<file path="config.mk">
export PLATFORM = sky130hd
export DESIGN_NAME = periodic_slot_balancer_flat
export DESIGN_NICKNAME = d
export VERILOG_FILES = /design/src/rtl/core/psb_pkg.sv /design/src/rtl/core/psb_in_if.sv /design/src/rtl/core/psb_out_if.sv /design/src/rtl/core/periodic_slot_balancer.sv /design/src/flat_wrapper.sv
export SDC_FILE = /design/constraint.sdc
export NUM_CORES = 1
export LEC_CHECK = 0
export ABC_CLOCK_PERIOD_IN_PS = 6400
export BUFFER_PORTS_ARGS = -buffer_cell sky130_fd_sc_hd__buf_2
export CAP_MARGIN = 20
export CORE_MARGIN = 2
export CORE_UTILIZATION = 50
export DETAILED_ROUTE_END_ITERATION = 8
export GPL_TIMING_DRIVEN = 1
export PLACE_DENSITY = 0.66
export RECOVER_POWER = 100
export SYNTH_ARGS = -nofsm -noshare
export SYNTH_HDL_FRONTEND = slang
export SYNTH_SLANG_ARGS = --single-unit
export TNS_END_PERCENT = 30
</file>
<file path="constraint.sdc">
create_clock -name clk -period 6.4 [get_ports clk]
set_clock_uncertainty 0.1 [all_clocks]
set_input_delay 0.64 -clock clk [delete_from_list [all_inputs] [get_ports clk]]
set_output_delay 0.64 -clock clk [all_outputs]
set_load 0.02 [all_outputs]
</file>
<file path="src/rtl/core/psb_pkg.sv">
package psb_pkg;

  // Default period depth
  localparam int MAX_PERIOD_DEF = 16;

  // Field widths
  localparam int OP_W     = 2;
  localparam int WEIGHT_W = 16;
  localparam int SLOT_W   = 4;
  localparam int TICK_W   = 32;
  localparam int STATUS_W = 2;
  localparam int CFG_W    = 5;
  localparam int ACC_W    = 32;
  localparam int CNT_W    = 16;

  // Operation codes
  localparam logic [OP_W-1:0] OP_ADD    = 2'd0;
  localparam logic [OP_W-1:0] OP_REMOVE = 2'd1;
  localparam logic [OP_W-1:0] OP_TICK   = 2'd2;
  localparam logic [OP_W-1:0] OP_SKIP   = 2'd3;

  // Status codes
  localparam logic [STATUS_W-1:0] ST_OK    = 2'd0;
  localparam logic [STATUS_W-1:0] ST_DUP   = 2'd1;
  localparam logic [STATUS_W-1:0] ST_UNDER = 2'd2;
  localparam logic [STATUS_W-1:0] ST_OOS   = 2'd3;

  // Period register value after reset
  localparam logic [CFG_W-1:0] PERIOD_RESET = 5'd1;

endpackage

</file>
<file path="src/rtl/core/psb_in_if.sv">
interface psb_in_if;
  logic                          valid;
  logic                          ready;
  logic [psb_pkg::OP_W-1:0]      op;
  logic                          relaxed_policy;
  logic [psb_pkg::WEIGHT_W-1:0]  item_weight;
  logic [psb_pkg::SLOT_W-1:0]    target_slot;
  logic [psb_pkg::TICK_W-1:0]    tick_value;

  modport source (output valid, op, relaxed_policy, item_weight, target_slot, tick_value,
                  input ready);
  modport sink (input valid, op, relaxed_policy, item_weight, target_slot, tick_value,
                output ready);
endinterface

</file>
<file path="src/rtl/core/psb_out_if.sv">
interface psb_out_if;
  logic                          valid;
  logic                          ready;
  logic [psb_pkg::SLOT_W-1:0]    slot_index;
  logic                          activate;
  logic [psb_pkg::STATUS_W-1:0]  status;
  logic                          all_empty;

  modport source (output valid, slot_index, activate, status, all_empty, input ready);
  modport sink (input valid, slot_index, activate, status, all_empty, output ready);
endinterface

</file>
<file path="src/rtl/core/periodic_slot_balancer.sv">
// Least-loaded sub-slot assignment over a periodic schedule.
// Requests arrive on in_item (valid/ready); one result beat per request leaves on
// out_item. cfg_wr_en/cfg_wr_data write the period length (sub-slots in use);
// write it only while the block is idle.
// Add: strict requests go to the sub-slot after the current one, relaxed requests
// to the lightest sub-slot. Remove takes weight and count from a named sub-slot.
// Tick maps tick_value onto a sub-slot and activates it unless it is already the
// current one in a period above 1; skip only moves it. Work is done by one shared
// restoring-remainder unit (one bit a cycle) and by one-read-a-cycle scans of the
// sub-slot store; per request the steps are:
//   add strict   : remainder pass, read, write
//   add relaxed  : scan for the lightest sub-slot, read, write
//   remove       : read, write, empty scan (only the scan outside the period)
//   tick / skip  : remainder pass on tick_value (+ one on activation), empty scan
// The block takes one request at a time: in_item.ready is high only when no
// request is in work and no result is waiting, so the next request can be taken
// in the cycle after the result beat leaves. Reset clears all sub-slot totals
// (per-entry valid bits), the current sub-slot and sets the period to 1; the block is ready the cycle after reset.
// A stalled receiver holds the result beat on out_item and no new request is taken.
module periodic_slot_balancer #(
  parameter int MAX_PERIOD = psb_pkg::MAX_PERIOD_DEF
) (
  input  logic                      clk,
  input  logic                      rst_n,
  psb_in_if.sink                    in_item,
  psb_out_if.source                 out_item,
  input  logic                      cfg_wr_en,
  input  logic [psb_pkg::CFG_W-1:0] cfg_wr_data
);

  localparam int SW  = (MAX_PERIOD > 1) ? $clog2(MAX_PERIOD) : 1;
  localparam int PEW = $clog2(MAX_PERIOD + 1);
  localparam int CW  = SW + 1;
  localparam int TW  = psb_pkg::TICK_W;
  localparam int AW  = psb_pkg::ACC_W;
  localparam int NW  = psb_pkg::CNT_W;

  // Sequencer states
  localparam logic [2:0] S_IDLE  = 3'd0;
  localparam logic [2:0] S_MOD   = 3'd1;
  localparam logic [2:0] S_MIN   = 3'd2;
  localparam logic [2:0] S_RD    = 3'd3;
  localparam logic [2:0] S_WR    = 3'd4;
  localparam logic [2:0] S_EMPTY = 3'd5;
  localparam logic [2:0] S_OUT   = 3'd6;

  // What a remainder pass computes
  localparam logic [1:0] MT_ADD  = 2'd0;
  localparam logic [1:0] MT_TICK = 2'd1;
  localparam logic [1:0] MT_EXP  = 2'd2;

  logic [2:0]                   state_r, state_nxt;
  logic [psb_pkg::CFG_W-1:0]    pl_r;
  logic [SW-1:0]                cur_r, cur_nxt;
  logic [MAX_PERIOD-1:0]        vld_r;

  logic [psb_pkg::OP_W-1:0]     op_r, op_nxt;
  logic [psb_pkg::WEIGHT_W-1:0] w_r, w_nxt;
  logic                         tick_nz_r, tick_nz_nxt;

  logic [1:0]                   mt_r, mt_nxt;
  logic [TW-1:0]                div_r, div_nxt;
  logic [PEW-1:0]               rem_r, rem_nxt;
  logic [5:0]                   cnt_r, cnt_nxt;
  logic [SW-1:0]                d_r, d_nxt;
  logic [SW-1:0]                idx_r, idx_nxt;
  logic [PEW-1:0]               sc_r, sc_nxt;
  logic                         pv_r, pv_nxt;
  logic [SW-1:0]                pa_r, pa_nxt;
  logic [AW-1:0]                best_r, best_nxt;
  logic                         emp_r, emp_nxt;

  logic [psb_pkg::SLOT_W-1:0]   res_slot_r, res_slot_nxt;
  logic                         res_act_r, res_act_nxt;
  logic [psb_pkg::STATUS_W-1:0] res_st_r, res_st_nxt;

  // Sub-slot store and its registered read port
  logic [AW-1:0]                wmem [MAX_PERIOD];
  logic [NW-1:0]                cmem [MAX_PERIOD];
  logic [AW-1:0]                rd_w_q;
  logic [NW-1:0]                rd_c_q;
  logic                         rd_v_q;
  logic [SW-1:0]                rd_addr;
  logic                         wr_en;
  logic [AW-1:0]                wr_w;
  logic [NW-1:0]                wr_c;

  logic [PEW-1:0]               p;
  logic                         p_one;
  logic [AW-1:0]                eff_w;
  logic [NW-1:0]                eff_c;
  logic [PEW:0]                 t;
  logic [PEW-1:0]               rem_step;
  logic [SW-1:0]                rem_slot;
  logic [CW-1:0]                cur_p1;
  logic                         scan_more;
  logic [AW:0]                  sum_w;

  // Effective period
  always_comb begin
    if (pl_r == '0) begin
      p = PEW'(1);
    end else if (32'(pl_r) > 32'(MAX_PERIOD)) begin
      p = PEW'(MAX_PERIOD);
    end else begin
      p = PEW'(pl_r);
    end
  end

  assign p_one     = (p == PEW'(1));
  assign eff_w     = rd_v_q ? rd_w_q : '0;
  assign eff_c     = rd_v_q ? rd_c_q : '0;
  assign scan_more = (sc_r < p);
  assign cur_p1    = CW'(cur_r) + CW'(1);

  // One restoring remainder step: bring in the next dividend bit, subtract if it fits
  assign t        = {rem_r, div_r[TW-1]};
  assign rem_step = (t >= {1'b0, p}) ? PEW'(t - {1'b0, p}) : PEW'(t);
  assign rem_slot = SW'(rem_step);

  assign sum_w = {1'b0, eff_w} + (AW + 1)'(w_r);

  assign rd_addr = (state_r == S_RD) ? idx_r : SW'(sc_r);

  // Sequencer
  always_comb begin
    state_nxt    = state_r;
    cur_nxt      = cur_r;
    op_nxt       = op_r;
    w_nxt        = w_r;
    tick_nz_nxt  = tick_nz_r;
    mt_nxt       = mt_r;
    div_nxt      = div_r;
    rem_nxt      = rem_r;
    cnt_nxt      = cnt_r;
    d_nxt        = d_r;
    idx_nxt      = idx_r;
    sc_nxt       = sc_r;
    pv_nxt       = pv_r;
    pa_nxt       = pa_r;
    best_nxt     = best_r;
    emp_nxt      = emp_r;
    res_slot_nxt = res_slot_r;
    res_act_nxt  = res_act_r;
    res_st_nxt   = res_st_r;
    wr_en        = 1'b0;
    wr_w         = eff_w;
    wr_c         = eff_c;

    unique case (state_r)
      S_IDLE: begin
        if (in_item.valid) begin
          op_nxt       = in_item.op;
          w_nxt        = in_item.item_weight;
          tick_nz_nxt  = (in_item.tick_value != '0);
          res_act_nxt  = 1'b0;
          res_st_nxt   = psb_pkg::ST_OK;
          res_slot_nxt = in_item.target_slot;
          emp_nxt      = 1'b1;
          sc_nxt       = '0;
          pv_nxt       = 1'b0;
          rem_nxt      = '0;
          unique case (in_item.op) inside
            psb_pkg::OP_ADD: begin
              if (in_item.relaxed_policy) begin
                state_nxt = S_MIN;
              end else begin
                mt_nxt    = MT_ADD;
                div_nxt   = {cur_p1, {(TW - CW){1'b0}}};
                cnt_nxt   = 6'(CW);
                state_nxt = S_MOD;
              end
            end
            psb_pkg::OP_REMOVE: begin
              if (32'(in_item.target_slot) >= 32'(p)) begin
                res_st_nxt = psb_pkg::ST_UNDER;
                state_nxt  = S_EMPTY;
              end else begin
                idx_nxt   = SW'(in_item.target_slot);
                state_nxt = S_RD;
              end
            end
            psb_pkg::OP_TICK, psb_pkg::OP_SKIP: begin
              mt_nxt    = MT_TICK;
              div_nxt   = in_item.tick_value;
              cnt_nxt   = 6'(TW);
              state_nxt = S_MOD;
            end
            default: state_nxt = S_IDLE;
          endcase
        end
      end

      S_MOD: begin
        div_nxt = div_r << 1;
        rem_nxt = rem_step;
        cnt_nxt = cnt_r - 6'd1;
        if (cnt_r == 6'd1) begin
          unique case (mt_r)
            MT_ADD: begin
              idx_nxt   = rem_slot;
              state_nxt = S_RD;
            end
            MT_TICK: begin
              if (op_r == psb_pkg::OP_SKIP) begin
                cur_nxt      = rem_slot;
                res_slot_nxt = psb_pkg::SLOT_W'(rem_slot);
                state_nxt    = S_EMPTY;
              end else if (cur_r != rem_slot || p_one) begin
                // activation: work out the expected next sub-slot
                d_nxt     = rem_slot;
                mt_nxt    = MT_EXP;
                div_nxt   = {cur_p1, {(TW - CW){1'b0}}};
                rem_nxt   = '0;
                cnt_nxt   = 6'(CW);
                state_nxt = S_MOD;
              end else begin
                res_st_nxt   = tick_nz_r ? psb_pkg::ST_DUP : psb_pkg::ST_OK;
                res_slot_nxt = psb_pkg::SLOT_W'(cur_r);
                state_nxt    = S_EMPTY;
              end
            end
            MT_EXP: begin
              res_st_nxt   = (rem_slot != d_r) ? psb_pkg::ST_OOS : psb_pkg::ST_OK;
              cur_nxt      = d_r;
              res_act_nxt  = 1'b1;
              res_slot_nxt = psb_pkg::SLOT_W'(d_r);
              state_nxt    = S_EMPTY;
            end
            default: state_nxt = S_IDLE;
          endcase
        end
      end

      S_MIN: begin
        // issue one read a cycle, compare the beat read the cycle before
        if (scan_more) begin
          sc_nxt = sc_r + PEW'(1);
        end
        pv_nxt = scan_more;
        pa_nxt = SW'(sc_r);
        if (pv_r && (pa_r == '0 || eff_w < best_r)) begin
          best_nxt = eff_w;
          idx_nxt  = pa_r;
        end
        if (!scan_more) begin
          state_nxt = S_RD;
        end
      end

      S_RD: begin
        state_nxt = S_WR;
      end

      S_WR: begin
        wr_en = 1'b1;
        if (op_r == psb_pkg::OP_ADD) begin
          wr_w         = sum_w[AW] ? '1 : sum_w[AW-1:0];
          wr_c         = (eff_c == '1) ? eff_c : eff_c + NW'(1);
          res_slot_nxt = psb_pkg::SLOT_W'(idx_r);
          emp_nxt      = 1'b0;
          state_nxt    = S_OUT;
        end else begin
          if (eff_w < AW'(w_r)) begin
            wr_w       = '0;
            res_st_nxt = psb_pkg::ST_UNDER;
          end else begin
            wr_w = eff_w - AW'(w_r);
          end
          if (eff_c == '0) begin
            res_st_nxt = psb_pkg::ST_UNDER;
          end else begin
            wr_c = eff_c - NW'(1);
          end
          sc_nxt    = '0;
          pv_nxt    = 1'b0;
          state_nxt = S_EMPTY;
        end
      end

      S_EMPTY: begin
        if (scan_more) begin
          sc_nxt = sc_r + PEW'(1);
        end
        pv_nxt = scan_more;
        pa_nxt = SW'(sc_r);
        if (pv_r && eff_c != '0) begin
          emp_nxt = 1'b0;
        end
        if (!scan_more) begin
          state_nxt = S_OUT;
        end
      end

      S_OUT: begin
        if (out_item.ready) begin
          state_nxt = S_IDLE;
        end
      end

      default: state_nxt = S_IDLE;
    endcase
  end

  // Control registers
  always_ff @(posedge clk) begin
    if (!rst_n) begin
      state_r <= S_IDLE;
      cur_r   <= '0;
      pl_r    <= psb_pkg::PERIOD_RESET;
      vld_r   <= '0;
    end else begin
      state_r <= state_nxt;
      cur_r   <= cur_nxt;
      if (cfg_wr_en) begin
        pl_r <= cfg_wr_data;
      end
      if (wr_en) begin
        vld_r[idx_r] <= 1'b1;
      end
    end
  end

  // Working and result registers
  always_ff @(posedge clk) begin
    op_r       <= op_nxt;
    w_r        <= w_nxt;
    tick_nz_r  <= tick_nz_nxt;
    mt_r       <= mt_nxt;
    div_r      <= div_nxt;
    rem_r      <= rem_nxt;
    cnt_r      <= cnt_nxt;
    d_r        <= d_nxt;
    idx_r      <= idx_nxt;
    sc_r       <= sc_nxt;
    pv_r       <= pv_nxt;
    pa_r       <= pa_nxt;
    best_r     <= best_nxt;
    emp_r      <= emp_nxt;
    res_slot_r <= res_slot_nxt;
    res_act_r  <= res_act_nxt;
    res_st_r   <= res_st_nxt;
  end

  // Sub-slot store: one write, one registered read
  always_ff @(posedge clk) begin
    if (wr_en) begin
      wmem[idx_r] <= wr_w;
      cmem[idx_r] <= wr_c;
    end
    rd_w_q <= wmem[rd_addr];
    rd_c_q <= cmem[rd_addr];
    rd_v_q <= vld_r[rd_addr];
  end

  // Channel handshakes
  assign in_item.ready       = (state_r == S_IDLE);
  assign out_item.valid      = (state_r == S_OUT);
  assign out_item.slot_index = res_slot_r;
  assign out_item.activate   = res_act_r;
  assign out_item.status     = res_st_r;
  assign out_item.all_empty  = emp_r;

endmodule
</file>
<file path="src/flat_wrapper.sv">
// flat-port wrapper written by rule: the top's interface ports become plain ports
module periodic_slot_balancer_flat 
#(
  parameter int MAX_PERIOD = psb_pkg::MAX_PERIOD_DEF
)
  (clk, rst_n, cfg_wr_en, cfg_wr_data, in_item_valid, in_item_op, in_item_relaxed_policy, in_item_item_weight, in_item_target_slot, in_item_tick_value, in_item_ready, out_item_valid, out_item_slot_index, out_item_activate, out_item_status, out_item_all_empty, out_item_ready);
  psb_in_if in_item_i ();
  psb_out_if out_item_i ();
  input  logic clk;
  input  logic rst_n;
  input  logic cfg_wr_en;
  input  logic [psb_pkg::CFG_W-1:0] cfg_wr_data;
  input wire logic [$bits(in_item_i.valid)-1:0] in_item_valid;
  input wire logic [$bits(in_item_i.op)-1:0] in_item_op;
  input wire logic [$bits(in_item_i.relaxed_policy)-1:0] in_item_relaxed_policy;
  input wire logic [$bits(in_item_i.item_weight)-1:0] in_item_item_weight;
  input wire logic [$bits(in_item_i.target_slot)-1:0] in_item_target_slot;
  input wire logic [$bits(in_item_i.tick_value)-1:0] in_item_tick_value;
  output wire logic [$bits(in_item_i.ready)-1:0] in_item_ready;
  output wire logic [$bits(out_item_i.valid)-1:0] out_item_valid;
  output wire logic [$bits(out_item_i.slot_index)-1:0] out_item_slot_index;
  output wire logic [$bits(out_item_i.activate)-1:0] out_item_activate;
  output wire logic [$bits(out_item_i.status)-1:0] out_item_status;
  output wire logic [$bits(out_item_i.all_empty)-1:0] out_item_all_empty;
  input wire logic [$bits(out_item_i.ready)-1:0] out_item_ready;
  assign in_item_i.valid = in_item_valid;
  assign in_item_i.op = in_item_op;
  assign in_item_i.relaxed_policy = in_item_relaxed_policy;
  assign in_item_i.item_weight = in_item_item_weight;
  assign in_item_i.target_slot = in_item_target_slot;
  assign in_item_i.tick_value = in_item_tick_value;
  assign in_item_ready = in_item_i.ready;
  assign out_item_valid = out_item_i.valid;
  assign out_item_slot_index = out_item_i.slot_index;
  assign out_item_activate = out_item_i.activate;
  assign out_item_status = out_item_i.status;
  assign out_item_all_empty = out_item_i.all_empty;
  assign out_item_i.ready = out_item_ready;
  periodic_slot_balancer #(.MAX_PERIOD(MAX_PERIOD)) u_core (.clk(clk), .rst_n(rst_n), .in_item(in_item_i), .out_item(out_item_i), .cfg_wr_en(cfg_wr_en), .cfg_wr_data(cfg_wr_data));
endmodule
</file>
Word level (Yosys, flattened, before mapping)
Memory sizes are Yosys's and may differ from the RTL's. A register that Yosys moved wholly into a read port is not among the register bits. Cells that the tools add are included.

Register bits after elaboration: 151. Bits in latches: 0. RAM bits: 768. Bits in read-only memories: 0. Input port bits: 65. Output and inout bits: 10. Memories: 2.

$add $sub $neg: 8. $mul: 0. Div/mod/pow operators: 0. Magnitude comparators: 9. Eq/ne operators: 42. Shift operators: 0. Mux-type cells: 106. Bitwise gates (word level): 2. Reductions and logical operators: 37.

Memory list: u_core.wmem (words 16, width 32, rd ports 1, clocked after Yosys merged registers in 1, wr ports 1, line periodic_slot_balancer.sv:78) `logic [AW-1:0] wmem [MAX_PERIOD];`; u_core.cmem (words 16, width 16, rd ports 1, clocked after Yosys merged registers in 1, wr ports 1, line periodic_slot_balancer.sv:79) `logic [NW-1:0] cmem [MAX_PERIOD];`.

Operator list (count): two-way mux 32 bit (11); case mux 32 bit (2 select lines) (2); two-way mux 16 bit (5); two-way mux 4 bit (13); two-way mux 5 bit (10); two-way mux 2 bit (18); two-way mux 6 bit (6); adder 32 x 16 -> 33 bit (1); less-than comparator 32 x 16 -> 1 bit (1); less-than comparator 32 bit (1); nonzero test 32 bit (1); subtractor 32 x 16 -> 32 bit (1); two-way mux 3 bit (8); case mux 4 bit (3 select lines) (2); case mux 6 bit (2 select lines) (2); case mux 3 bit (7 select lines) (1); inequality test 2 x 1 -> 1 bit, second input constant (10); AND reduction 4 bit (5); case mux 3 bit (3 select lines) (2); adder 16 x 1 -> 16 bit, second input constant (1); equality test 16 bit, second input constant (1); logical NOT 16 bit (1); inequality test 2 bit, second input constant (8); bitwise OR 16 bit (1); other kinds (50) (92).

Longest topological paths before layout
Gate-level depths: netlist of run 1.

Word-level depth: 12. Gate-level depth with buffers: 18. Gate-level depth less buffers: 15.

Worst setup path after synthesis of run 1
OpenSTA, ideal clock, no wires.

Path type: register to register. Start: reg u_core.rd_v_q. End: mem u_core.wmem[0][27] in the netlist's numbering, data pin. Library setup time: 0.419 ns. Data arrival time: 4.910 ns. Slack: 0.971 ns. Stages on the path, launching flop included: 15. Buffers on the path: 6. Clock period less this slack: 5.429 ns. Cell sequence: dfxtp_1 clkbuf_1 clkbuf_1 clkbuf_1 clkbuf_1 clkbuf_1 and2_1 ha_1 clkbuf_1 nand3_1 a2111oi_0 o21ai_0 a31oi_1 a21oi_1 o311ai_0.

Cells in the longest elaborated chain, start to end: 5. Elaborated cells between the ends (all ways): 8. Those cells by class: add/sub (2); order compare (1); mux (5).

Ends and longest elaborated chain: start: declaration (line periodic_slot_balancer.sv:82) `logic rd_v_q;`; start signal: assignment (line periodic_slot_balancer.sv:353) `rd_v_q <= vld_r[rd_addr];`; two-way mux 32 bit (*) (line periodic_slot_balancer.sv:111) `assign eff_w = rd_v_q ? rd_w_q : '0;`; net u_core.eff_w[3] (line periodic_slot_balancer.sv:90) `logic [AW-1:0] eff_w;`; subtractor 32 x 16 -> 32 bit, or another cell as far along (line periodic_slot_balancer.sv:268) `wr_w = eff_w - AW'(w_r);`; two-way mux 32 bit (on tied branches) (line periodic_slot_balancer.sv:264, periodic_slot_balancer.sv:258); two-way mux 32 bit (*) (line periodic_slot_balancer.sv:257) `if (op_r == psb_pkg::OP_ADD) begin`; two-way mux 32 bit (*) (line periodic_slot_balancer.sv:150) `unique case (state_r)`; net u_core.wr_w[27] (line periodic_slot_balancer.sv:85) `logic [AW-1:0] wr_w;`; end: declaration (line periodic_slot_balancer.sv:78).

Mark *: on every way through the listed nets, which the timed path passes. The rest lies on a longest branch.

Worst setup path after layout of run 1
Start: reg u_core.state_r[2]. End: mem u_core.cmem[0][11] in the netlist's numbering, enable pin.

Cells in the longest elaborated chain, start to end: 4.

Ends and longest elaborated chain: start: declaration (line periodic_slot_balancer.sv:52) `logic [2:0] state_r, state_nxt;`; start signal: assignment (line periodic_slot_balancer.sv:313) `state_r <= state_nxt;`; equality test 3 bit (line periodic_slot_balancer.sv:150); two-way mux 1 bit (line periodic_slot_balancer.sv:150); two-way mux 1 bit (line periodic_slot_balancer.sv:347) `if (wr_en) begin`; two-way mux 1 bit (implied by the code) (line periodic_slot_balancer.sv:349) `cmem[idx_r] <= wr_c;`; end: declaration (line periodic_slot_balancer.sv:79).

No other way between the ends.

==> results_tabular.tex, run 1 <==
\begin{tabular}{lr}
\hline
Metric & Value \\
\hline
\multicolumn{2}{l}{\textbf{Status}} \\
\quad Result of the run & finished, violations left \\
\quad Violated checks & capacitance limit, slew limit \\
\multicolumn{2}{l}{\textbf{Logic synthesis}} \\
\quad Share of async-settable or async-resettable flops after synthesis & 0\% \\
\quad Post-synth EDFFs & 890 \\
\quad Largest family of logic cells by synthesized area & compound AO/OA/AOI/OAI gates \\
\quad Post-synth top area cell & sky130\_fd\_sc\_hd\_\_edfxtp\_1 \\
\quad Count of unique library cells instantiated by Yosys & 79 \\
\quad Dominant cells by area after synthesis & sky130\_fd\_sc\_hd\_\_edfxtp\_1, sky130\_fd\_sc\_hd\_\_a211oi\_1, sky130\_fd\_sc\_hd\_\_nand2\_1 \\
\quad Post-synthesis share of cell area spent on xor and xnor gates & 1.133\% \\
\quad Share of synthesized area spent on multiplexers & 0.5443\% \\
\quad Synthesized-area fraction occupied by adder cells & 2.583\% \\
\quad Number of warning messages in the yosys log & 0 \\
\quad Syn avg cell area & 12.47 µm² \\
\quad Flops \& latches, synth & 967 \\
\quad Sequential cell area fraction in the yosys report & 66.47\% \\
\quad Post-synthesis simple-gate area fraction & 11.80\% \\
\quad Compound-cell area share of the yosys netlist & 14.66\% \\
\quad Area share of the largest cell type after synthesis & 62.85\% \\
\quad Synth Net Count & 3562 \\
\quad Ys flop type & sky130\_fd\_sc\_hd\_\_edfxtp\_1 \\
\quad Mapped Area & 0.04252 mm² \\
\quad Gate count after technology mapping & 3411 \\
\multicolumn{2}{l}{\textbf{Global route}} \\
\quad Via count of the first global-routing pass & 27560 \\
\quad Global Route Usage Sum & 24.58\% \\
\quad Initial antenna violation count & 4 \\
\quad Leftover overflow at the end of global routing & 0 \\
\quad Largest net degree at the start of global routing & 165 \\
\quad First-pass GRT wire length & 163600 µm \\
\multicolumn{2}{l}{\textbf{Placed design}} \\
\quad Standard cell area after detailed placement & 0.04434 mm² \\
\quad Final weighted congestion of routability-driven global placement & 0.9059 \\
\quad DPL Wire Length & 60900 µm \\
\quad IO Port Bufs & 74 \\
\quad Total instance count after detailed placement & 4473 \\
\multicolumn{2}{l}{\textbf{Timing}} \\
\quad Setup Viol. Count Final & 0 \\
\quad Total count of max-transition violations in the final report & 881 \\
\quad Fin. Hold Viols & 0 \\
\quad Final period util & 88.41\% \\
\quad Smallest hold slack & 0.04323 ns \\
\quad Peak Freq & 0.1767 GHz \\
\quad Setup Total Neg Slack & 0 ns \\
\quad Worst slew pin tran & 2.974 ns \\
\quad Worst slew margin & -98.23\% \\
\quad Time the worst path needs with I/O delays and setup & 5.658 ns \\
\quad Setup repair after global routing missed its margin & no \\
\multicolumn{2}{l}{\textbf{Clock network}} \\
\quad Clock buffer count from CTS & 99 \\
\quad Worst-path clk slew & 0.06 ns \\
\quad H-tree depth & 3 \\
\quad Maximum number of buffers from clock root to sink & 3 \\
\quad Cts-stage hold buffer count & 0 \\
\quad Clock Sinks & 967 \\
\quad TritonCTS clock tree & done \\
\quad Source-to-sink clock delay at the later pin of the worst-skew pair & 0.67 ns \\
\quad Total of cells resized after clock tree synthesis & 0 \\
\quad Post-CTS setup buffer count & 0 \\
\quad Clock tree root buffer cell & sky130\_fd\_sc\_hd\_\_clkbuf\_16 \\
\multicolumn{2}{l}{\textbf{Floorplan}} \\
\quad Die height & 295.6 µm \\
\quad I/O pin count & 75 \\
\quad Number of cell rows & 106 \\
\quad Core ar. & 0.08395 mm² \\
\quad Initial Util & 50.65\% \\
\quad Die outline area & 0.08740 mm² \\
\quad Die width & 295.6 µm \\
\multicolumn{2}{l}{\textbf{Route}} \\
\quad Final Routed Wirelength & 108800 µm \\
\quad Avg WL per Cell & 23.27 µm \\
\quad Detailed-route via count & 28366 \\
\quad Total met2 wirelength after detailed routing & 52590 µm \\
\quad Vias per inst & 6.068 \\
\quad M1 WL & 46500 µm \\
\quad Iter 0 DRT Violations & 2644 \\
\quad Met3 layer wire length in the routed design & 7201 µm \\
\quad Remaining design rule violation count & 0 \\
\quad DRT antenna net count & 0 \\
\quad Iteration count of the initial detailed-routing pass & 6 \\
\quad DR top layer & met4 \\
\multicolumn{2}{l}{\textbf{Finish}} \\
\quad Layout cells sized above 1 & 7.490\% \\
\quad Most frequent standard cell in the layout excluding fill and tap cells & sky130\_fd\_sc\_hd\_\_edfxtp\_1 \\
\quad Commonest cells after routing, fill and taps aside & sky130\_fd\_sc\_hd\_\_edfxtp\_1, sky130\_fd\_sc\_hd\_\_nand2\_1, sky130\_fd\_sc\_hd\_\_a211oi\_1 \\
\quad Final Non-Filler Cells & 4675 \\
\quad Final Instance Area & 0.04745 mm² \\
\quad Synthesis-to-finish area growth & 11.58\% \\
\quad Number of nets in the layout & 3604 \\
\multicolumn{2}{l}{\textbf{Setup path}} \\
\quad Highest net fanout along the worst path & 28 \\
\quad Worst reg2reg startpoint & u\_core.state\_r[2]\$\_SDFFE\_PN0P\_ \\
\quad Critical path cell sequence & nand2b\_1, or2\_0, or3\_1, nor3\_1, clkbuf\_1 \\
\quad Worst setup path category & reg -> reg \\
\quad R2R setup slack & 0.74 ns \\
\quad Data required time of the worst path & 6.52 ns \\
\quad Critical path endpoint category & register \\
\quad Worst setup startpoint & u\_core.state\_r[2]\$\_SDFFE\_PN0P\_ \\
\quad CP peak stage delay & 2.02 ns \\
\quad Kind of start point of the critical path & register \\
\quad Worst path slowest cell & sky130\_fd\_sc\_hd\_\_clkbuf\_1 \\
\quad Crit path DAT & 5.77 ns \\
\multicolumn{2}{l}{\textbf{Hold path}} \\
\quad Worst hold path class & in -> reg \\
\quad Min-delay src & in\_item\_item\_weight[10] \\
\multicolumn{2}{l}{\textbf{Run}} \\
\quad Maximum capacitance violations & 23 \\
\multicolumn{2}{l}{\textbf{Power and ir drop}} \\
\quad Highest ir drop seen on vdd & 0.3367 mV \\
\quad P per Cell Area & 498.9 mW/mm² \\
\quad Leakage Power & 0.01625 µW \\
\hline
\end{tabular}
## power breakdown
part           total [µW]  switching [µW]  internal, µW
clock network        5920            2400          3520
logic                8630            5950          2690
registers            9120             473          8640
total               23700            8820         14800
## logic make-up after synthesis
| logic type | Yosys count |
|---|---|
| adder cells (fa/ha/maj) | 86 |
| AO/OA/AOI/OAI | 905 |
| multiplexers | 21 |
| AND/OR/NAND/NOR | 1063 |
| flip-flops | 967 |
| XOR/XNOR | 55 |
| buffers and inverters | 314 |
## path summary, 6_finish.rpt
kind                             endpoint  cells after the start
max reg2reg  u_core.cmem[0][11]$_DFFE_PP_                      5
min reg2reg  u_core.vld_r[7]$_SDFFE_PN0P_                      2
min              u_core.w_r[10]$_DFFE_PP_                      1
max          u_core.cmem[0][11]$_DFFE_PP_                      5
## metal layers
metal,vias to the layer above,GRT usage [%]
li1,12990,-
met1,14161,34.29
met2,1039,40.33
met3,176,3.043
met4,0,7.899
met5,-,0
## sequential cells by signal, summed over array words and instances (netlist names), 4 cells and up
name and flops:
u_core.vld_r 16, u_core.cur_r 4, u_core.rd_w_q 32, u_core.idx_r 4, u_core.best_r 32, u_core.cmem 256, u_core.rem_r 5, u_core.pl_r 5
u_core.out_item.slot_index 4, u_core.d_r 4, u_core.w_r 16, u_core.rd_c_q 16, u_core.cnt_r 6, u_core.wmem 512, u_core.div_r 32, u_core.pa_r 4
u_core.sc_r 5
## worst max-delay path: cells and delay by family, from the launching register on
kind / cells / cell delay (ns)
flip-flops: 1 / 0.78
buffers and inverters: 1 / 2.02
AND/OR/NAND/NOR: 4 / 2.29
## per-stage QoR
step	utilization, %	power [µW]	worst slack, ns
global route	56.52	24960	0.5207
finish	56.52	23670	0.7418
CTS	56.86	23770	1.347
detailed placement	52.82	17820	1.399
global placement	52.78	17530	1.498
floorplan	-	15150	0.9709
## final cells by class
cell class / instances / area [µm²]
multi-input cells: 2130 / 13130
well taps: 1134 / 1419
clock inverters: 42 / 574.3
fillers: 6805 / 36500
repair buffers: 163 / 890.9
flip-flops and latches: 967 / 28270
inverters: 92 / 345.3
clock buffers: 144 / 2818
diodes: 3 / 7.507
## cells in the mapped netlist, drive strengths merged, types with 22 or more instances
library cell / instances
a211oi: 257
a21o: 22
a21oi: 203
a22o: 28
a311oi: 99
a31oi: 109
and2: 227
clkbuf: 211
dfxtp: 77
edfxtp: 890
ha: 83
inv: 89
nand2: 481
nand2b: 27
nand3: 30
nor2: 161
nor3: 32
o21ai: 73
xnor2: 37
Note: power is estimated with default switching activity, not from simulation.
==> run 2: changes to the inputs <==
--- a/config.mk
+++ b/config.mk
@@ -11,7 +11,7 @@
 export CORE_MARGIN = 2
 export CORE_UTILIZATION = 50
 export DETAILED_ROUTE_END_ITERATION = 8
-export GPL_TIMING_DRIVEN = 1
+export GPL_TIMING_DRIVEN = 0
 export PLACE_DENSITY = 0.66
 export RECOVER_POWER = 100
 export SYNTH_ARGS = -nofsm -noshare
==> results_tabular.tex, run 2 (synthesis gave the netlist of run 1 again) <==
\begin{tabular}{lr}
\hline
Metric & Value \\
\hline
\multicolumn{2}{l}{\textbf{Status}} \\
\quad Result of the run & finished, violations left (unchanged) \\
\quad Violated checks & capacitance limit, slew limit (unchanged) \\
\multicolumn{2}{l}{\textbf{Finish}} \\
\quad Number of nets in the layout & 3809 (was 3604) \\
\quad Commonest cells after routing, fill and taps aside & sky130\_fd\_sc\_hd\_\_edfxtp\_1, sky130\_fd\_sc\_hd\_\_nand2\_1, sky130\_fd\_sc\_hd\_\_clkbuf\_1 (was sky130\_fd\_sc\_hd\_\_edfxtp\_1, sky130\_fd\_sc\_hd\_\_nand2\_1, sky130\_fd\_sc\_hd\_\_a211oi\_1) \\
\quad Final antenna diode count & 0 (was 3) \\
\quad Max reg flops & 512 (unchanged) \\
\quad Synthesis-to-finish area growth & 12.67\% (was 11.58\%) \\
\quad Register with the highest flop count & u\_core.wmem (unchanged) \\
\quad Most frequent standard cell in the layout excluding fill and tap cells & sky130\_fd\_sc\_hd\_\_edfxtp\_1 (unchanged) \\
\quad Largest registers & u\_core.wmem (512), u\_core.cmem (256) (unchanged) \\
\quad Final Instance Area & 0.04791 mm² (was 0.04745 mm²) \\
\quad Layout cells sized above 1 & 6.923\% (was 7.490\%) \\
\quad Final Non-Filler Cells & 4875 (was 4675) \\
\multicolumn{2}{l}{\textbf{Setup path}} \\
\quad Worst setup startpoint & u\_core.rd\_v\_q\$\_DFF\_P\_ (was u\_core.state\_r[2]\$\_SDFFE\_PN0P\_) \\
\quad Endpoint of the worst register-to-register path & u\_core.wmem[9][0]\$\_DFFE\_PP\_ (was u\_core.cmem[0][11]\$\_DFFE\_PP\_) \\
\quad Worst setup path category & reg -> reg (unchanged) \\
\quad Highest net fanout along the worst path & 19 (was 28) \\
\quad Critical path cell sequence & clkbuf\_2, clkbuf\_4, clkbuf\_2, buf\_2, and2\_1, ha\_1, clkbuf\_1, o21ai\_0, a21oi\_2, o41ai\_4, a2111oi\_2, buf\_2, or3\_1, buf\_2, buf\_2, o21ai\_0, o311ai\_0, o21ai\_2 (was nand2b\_1, or2\_0, or3\_1, nor3\_1, clkbuf\_1) \\
\quad Crit path DAT & 6.51 ns (was 5.77 ns) \\
\quad Worst setup path endpoint & u\_core.wmem[9][0]\$\_DFFE\_PP\_ (was u\_core.cmem[0][11]\$\_DFFE\_PP\_) \\
\quad Most numerous cell on the critical path & sky130\_fd\_sc\_hd\_\_buf\_2 \\
\quad Depth of the worst register-to-register path & 18 (was 5) \\
\quad Worst path slowest cell & sky130\_fd\_sc\_hd\_\_dfxtp\_1 (was sky130\_fd\_sc\_hd\_\_clkbuf\_1) \\
\quad Data required time of the worst path & 6.62 ns (was 6.52 ns) \\
\quad R2R setup slack & 0.11 ns (was 0.74 ns) \\
\quad Worst reg2reg startpoint & u\_core.rd\_v\_q\$\_DFF\_P\_ (was u\_core.state\_r[2]\$\_SDFFE\_PN0P\_) \\
\quad Kind of start point of the critical path & register (unchanged) \\
\quad CP peak stage delay & 0.50 ns (was 2.02 ns) \\
\quad Critical path endpoint category & register (unchanged) \\
\multicolumn{2}{l}{\textbf{Global route}} \\
\quad Leftover overflow at the end of global routing & 0 (unchanged) \\
\quad Initial antenna violation count & 1 (was 4) \\
\quad Global Route Usage Sum & 27.22\% (was 24.58\%) \\
\quad First-pass GRT wire length & 176600 µm (was 163600 µm) \\
\quad Largest net degree at the start of global routing & 39 (was 165) \\
\quad Via count of the first global-routing pass & 28026 (was 27560) \\
\multicolumn{2}{l}{\textbf{Route}} \\
\quad Detailed-route via count & 29801 (was 28366) \\
\quad Iter 0 DRT Violations & 3453 (was 2644) \\
\quad Final Routed Wirelength & 120400 µm (was 108800 µm) \\
\quad Vias per inst & 6.113 (was 6.068) \\
\quad DRT antenna net count & 0 (unchanged) \\
\quad Remaining design rule violation count & 0 (unchanged) \\
\quad Avg WL per Cell & 24.70 µm (was 23.27 µm) \\
\quad Iteration count of the initial detailed-routing pass & 6 (unchanged) \\
\multicolumn{2}{l}{\textbf{Floorplan}} \\
\quad Core ar. & 0.08395 mm² (unchanged) \\
\quad Die width & 295.6 µm (unchanged) \\
\quad Die outline area & 0.08740 mm² (unchanged) \\
\quad I/O pin count & 75 (unchanged) \\
\quad Initial Util & 50.65\% (unchanged) \\
\quad Die height & 295.6 µm (unchanged) \\
\quad Number of cell rows & 106 (unchanged) \\
\multicolumn{2}{l}{\textbf{Timing}} \\
\quad Fin. Hold Viols & 0 (unchanged) \\
\quad Worst slew pin tran & 2.830 ns (was 2.974 ns) \\
\quad Time the worst path needs with I/O delays and setup & 6.289 ns (was 5.658 ns) \\
\quad Setup repair after global routing missed its margin & no (unchanged) \\
\quad Total count of max-transition violations in the final report & 632 (was 881) \\
\quad Worst slew margin & -89.36\% (was -98.23\%) \\
\quad Final period util & 98.27\% (was 88.41\%) \\
\quad Peak Freq & 0.1590 GHz (was 0.1767 GHz) \\
\quad Smallest hold slack & 0.03905 ns (was 0.04323 ns) \\
\quad Setup Viol. Count Final & 0 (unchanged) \\
\multicolumn{2}{l}{\textbf{Placed design}} \\
\quad Standard cell area after detailed placement & 0.04535 mm² (was 0.04434 mm²) \\
\quad DPL Wire Length & 83570 µm (was 60900 µm) \\
\quad IO Port Bufs & 73 (was 74) \\
\quad Total instance count after detailed placement & 4690 (was 4473) \\
\quad Final weighted congestion of routability-driven global placement & 0.9326 (was 0.9059) \\
\multicolumn{2}{l}{\textbf{Clock network}} \\
\quad Post-CTS setup buffer count & 0 (unchanged) \\
\quad Source-to-sink clock delay at the later pin of the worst-skew pair & 0.68 ns (was 0.67 ns) \\
\quad Cts-stage hold buffer count & 0 (unchanged) \\
\quad Clock tree root buffer cell & sky130\_fd\_sc\_hd\_\_clkbuf\_16 (unchanged) \\
\quad Clock Sinks & 967 (unchanged) \\
\quad H-tree depth & 3 (unchanged) \\
\quad Clock buffer count from CTS & 97 (was 99) \\
\quad Maximum number of buffers from clock root to sink & 3 (unchanged) \\
\quad TritonCTS clock tree & done (unchanged) \\
\quad Worst-path clk slew & 0.06 ns (about the same) \\
\multicolumn{2}{l}{\textbf{Power and ir drop}} \\
\quad Sw frac & 40.97\% (was 37.27\%) \\
\quad Clock power share & 22.9\% (was 25.0\%) \\
\quad Portion of total power attributed to combinational logic & 40.9\% (was 36.5\%) \\
\quad Highest ir drop seen on vdd & 0.3498 mV (was 0.3367 mV) \\
\quad Internal Dissipation & 14680 µW (was 14850 µW) \\
\quad Leakage Power & 0.01642 µW (was 0.01625 µW) \\
\quad Reported net switching power & 10190 µW (was 8823 µW) \\
\quad Relative contribution of sequential cells to total power & 36.2\% (was 38.5\%) \\
\quad Total power & 24870 µW (was 23670 µW) \\
\quad P per Cell Area & 519.1 mW/mm² (was 498.9 mW/mm²) \\
\multicolumn{2}{l}{\textbf{Hold path}} \\
\quad WHS Path Cells & 1 (unchanged) \\
\quad Worst hold path class & in -> reg (unchanged) \\
\multicolumn{2}{l}{\textbf{Run}} \\
\quad Maximum capacitance violations & 27 (was 23) \\
\hline
\end{tabular}
-- run 2: critical path: cells and delay by family, from the launching register on --
family / cells / cell delay, ns
DFF: 1 / 0.50
adders and majority gates: 1 / 0.18
AOI/OAI and AO/OA: 7 / 1.91
and+or+nand+nor: 2 / 0.47
buffers and inverters: 8 / 2.74
-- run 2: layout make-up --
class | count | area [µm²]
buffer | 221 | 845.8
sequential | 967 | 28270
inverter | 92 | 345.3
fill | 6907 | 36040
timing repair buffer | 149 | 706.9
tap | 1134 | 1419
clock buffer | 133 | 2676
multi-input combinational | 2130 | 13130
clock inverter | 49 | 519.2
-- run 2: stage by stage --
step           utilization [%]  setup TNS (ns)  worst slack, ns
5_1_grt                  57.07               0          0.05492
3_3_place_gp             52.78        -1706.06           -3.495
3_5_place_dp             54.01         -779.47           -1.908
2_1_floorplan                -               0           0.9709
6_report                 57.07               0           0.1109
4_1_cts                  57.86               0          0.02964
-- run 2: worst min path at each step --
stage / start / to / slack [ns]
2_1_floorplan: u_core.vld_r[11]$_SDFFE_PN0P_ / u_core.vld_r[11]$_SDFFE_PN0P_ / 0.33
3_3_place_gp: u_core.vld_r[7]$_SDFFE_PN0P_ / u_core.vld_r[7]$_SDFFE_PN0P_ / 0.35
3_5_place_dp: u_core.vld_r[15]$_SDFFE_PN0P_ / u_core.vld_r[15]$_SDFFE_PN0P_ / 0.35
4_1_cts: in_item_item_weight[9] / u_core.w_r[9]$_DFFE_PP_ / 0.002
5_1_grt: in_item_item_weight[8] / u_core.w_r[8]$_DFFE_PP_ / 0.007
6_report: in_item_item_weight[14] / u_core.w_r[14]$_DFFE_PP_ / 0.04
-- run 2: layer usage --
| metal | vias up | GRT usage (%) | routed length (µm) |
|---|---|---|---|
| li1 | 13401 | - | - |
| met1 | 14721 | 38.69 | 49820 |
| met2 | 1431 | 42.62 | 55470 |
| met3 | 246 | 5.239 | 11350 |
| met4 | 2 | 8.270 | 3761 |
| met5 | - | 0 | 10 |
-- run 2: power by group through the flow --
stage / registers (µW) / clock network [µW] / logic (µW)
after detailed placement: 9100 / 0 / 10100
after floorplan: 9010 / 0 / 6140
after global placement: 9180 / 0 / 9650
after CTS: 8980 / 5730 / 10200
final: 9010 / 5690 / 10200
after global routing: 9070 / 5980 / 10900
-- run 2: timing repair --
item	in CTS	in global routing
pin swaps	0	0
gates resized for setup	11	18
setup endpoints to repair	546	456
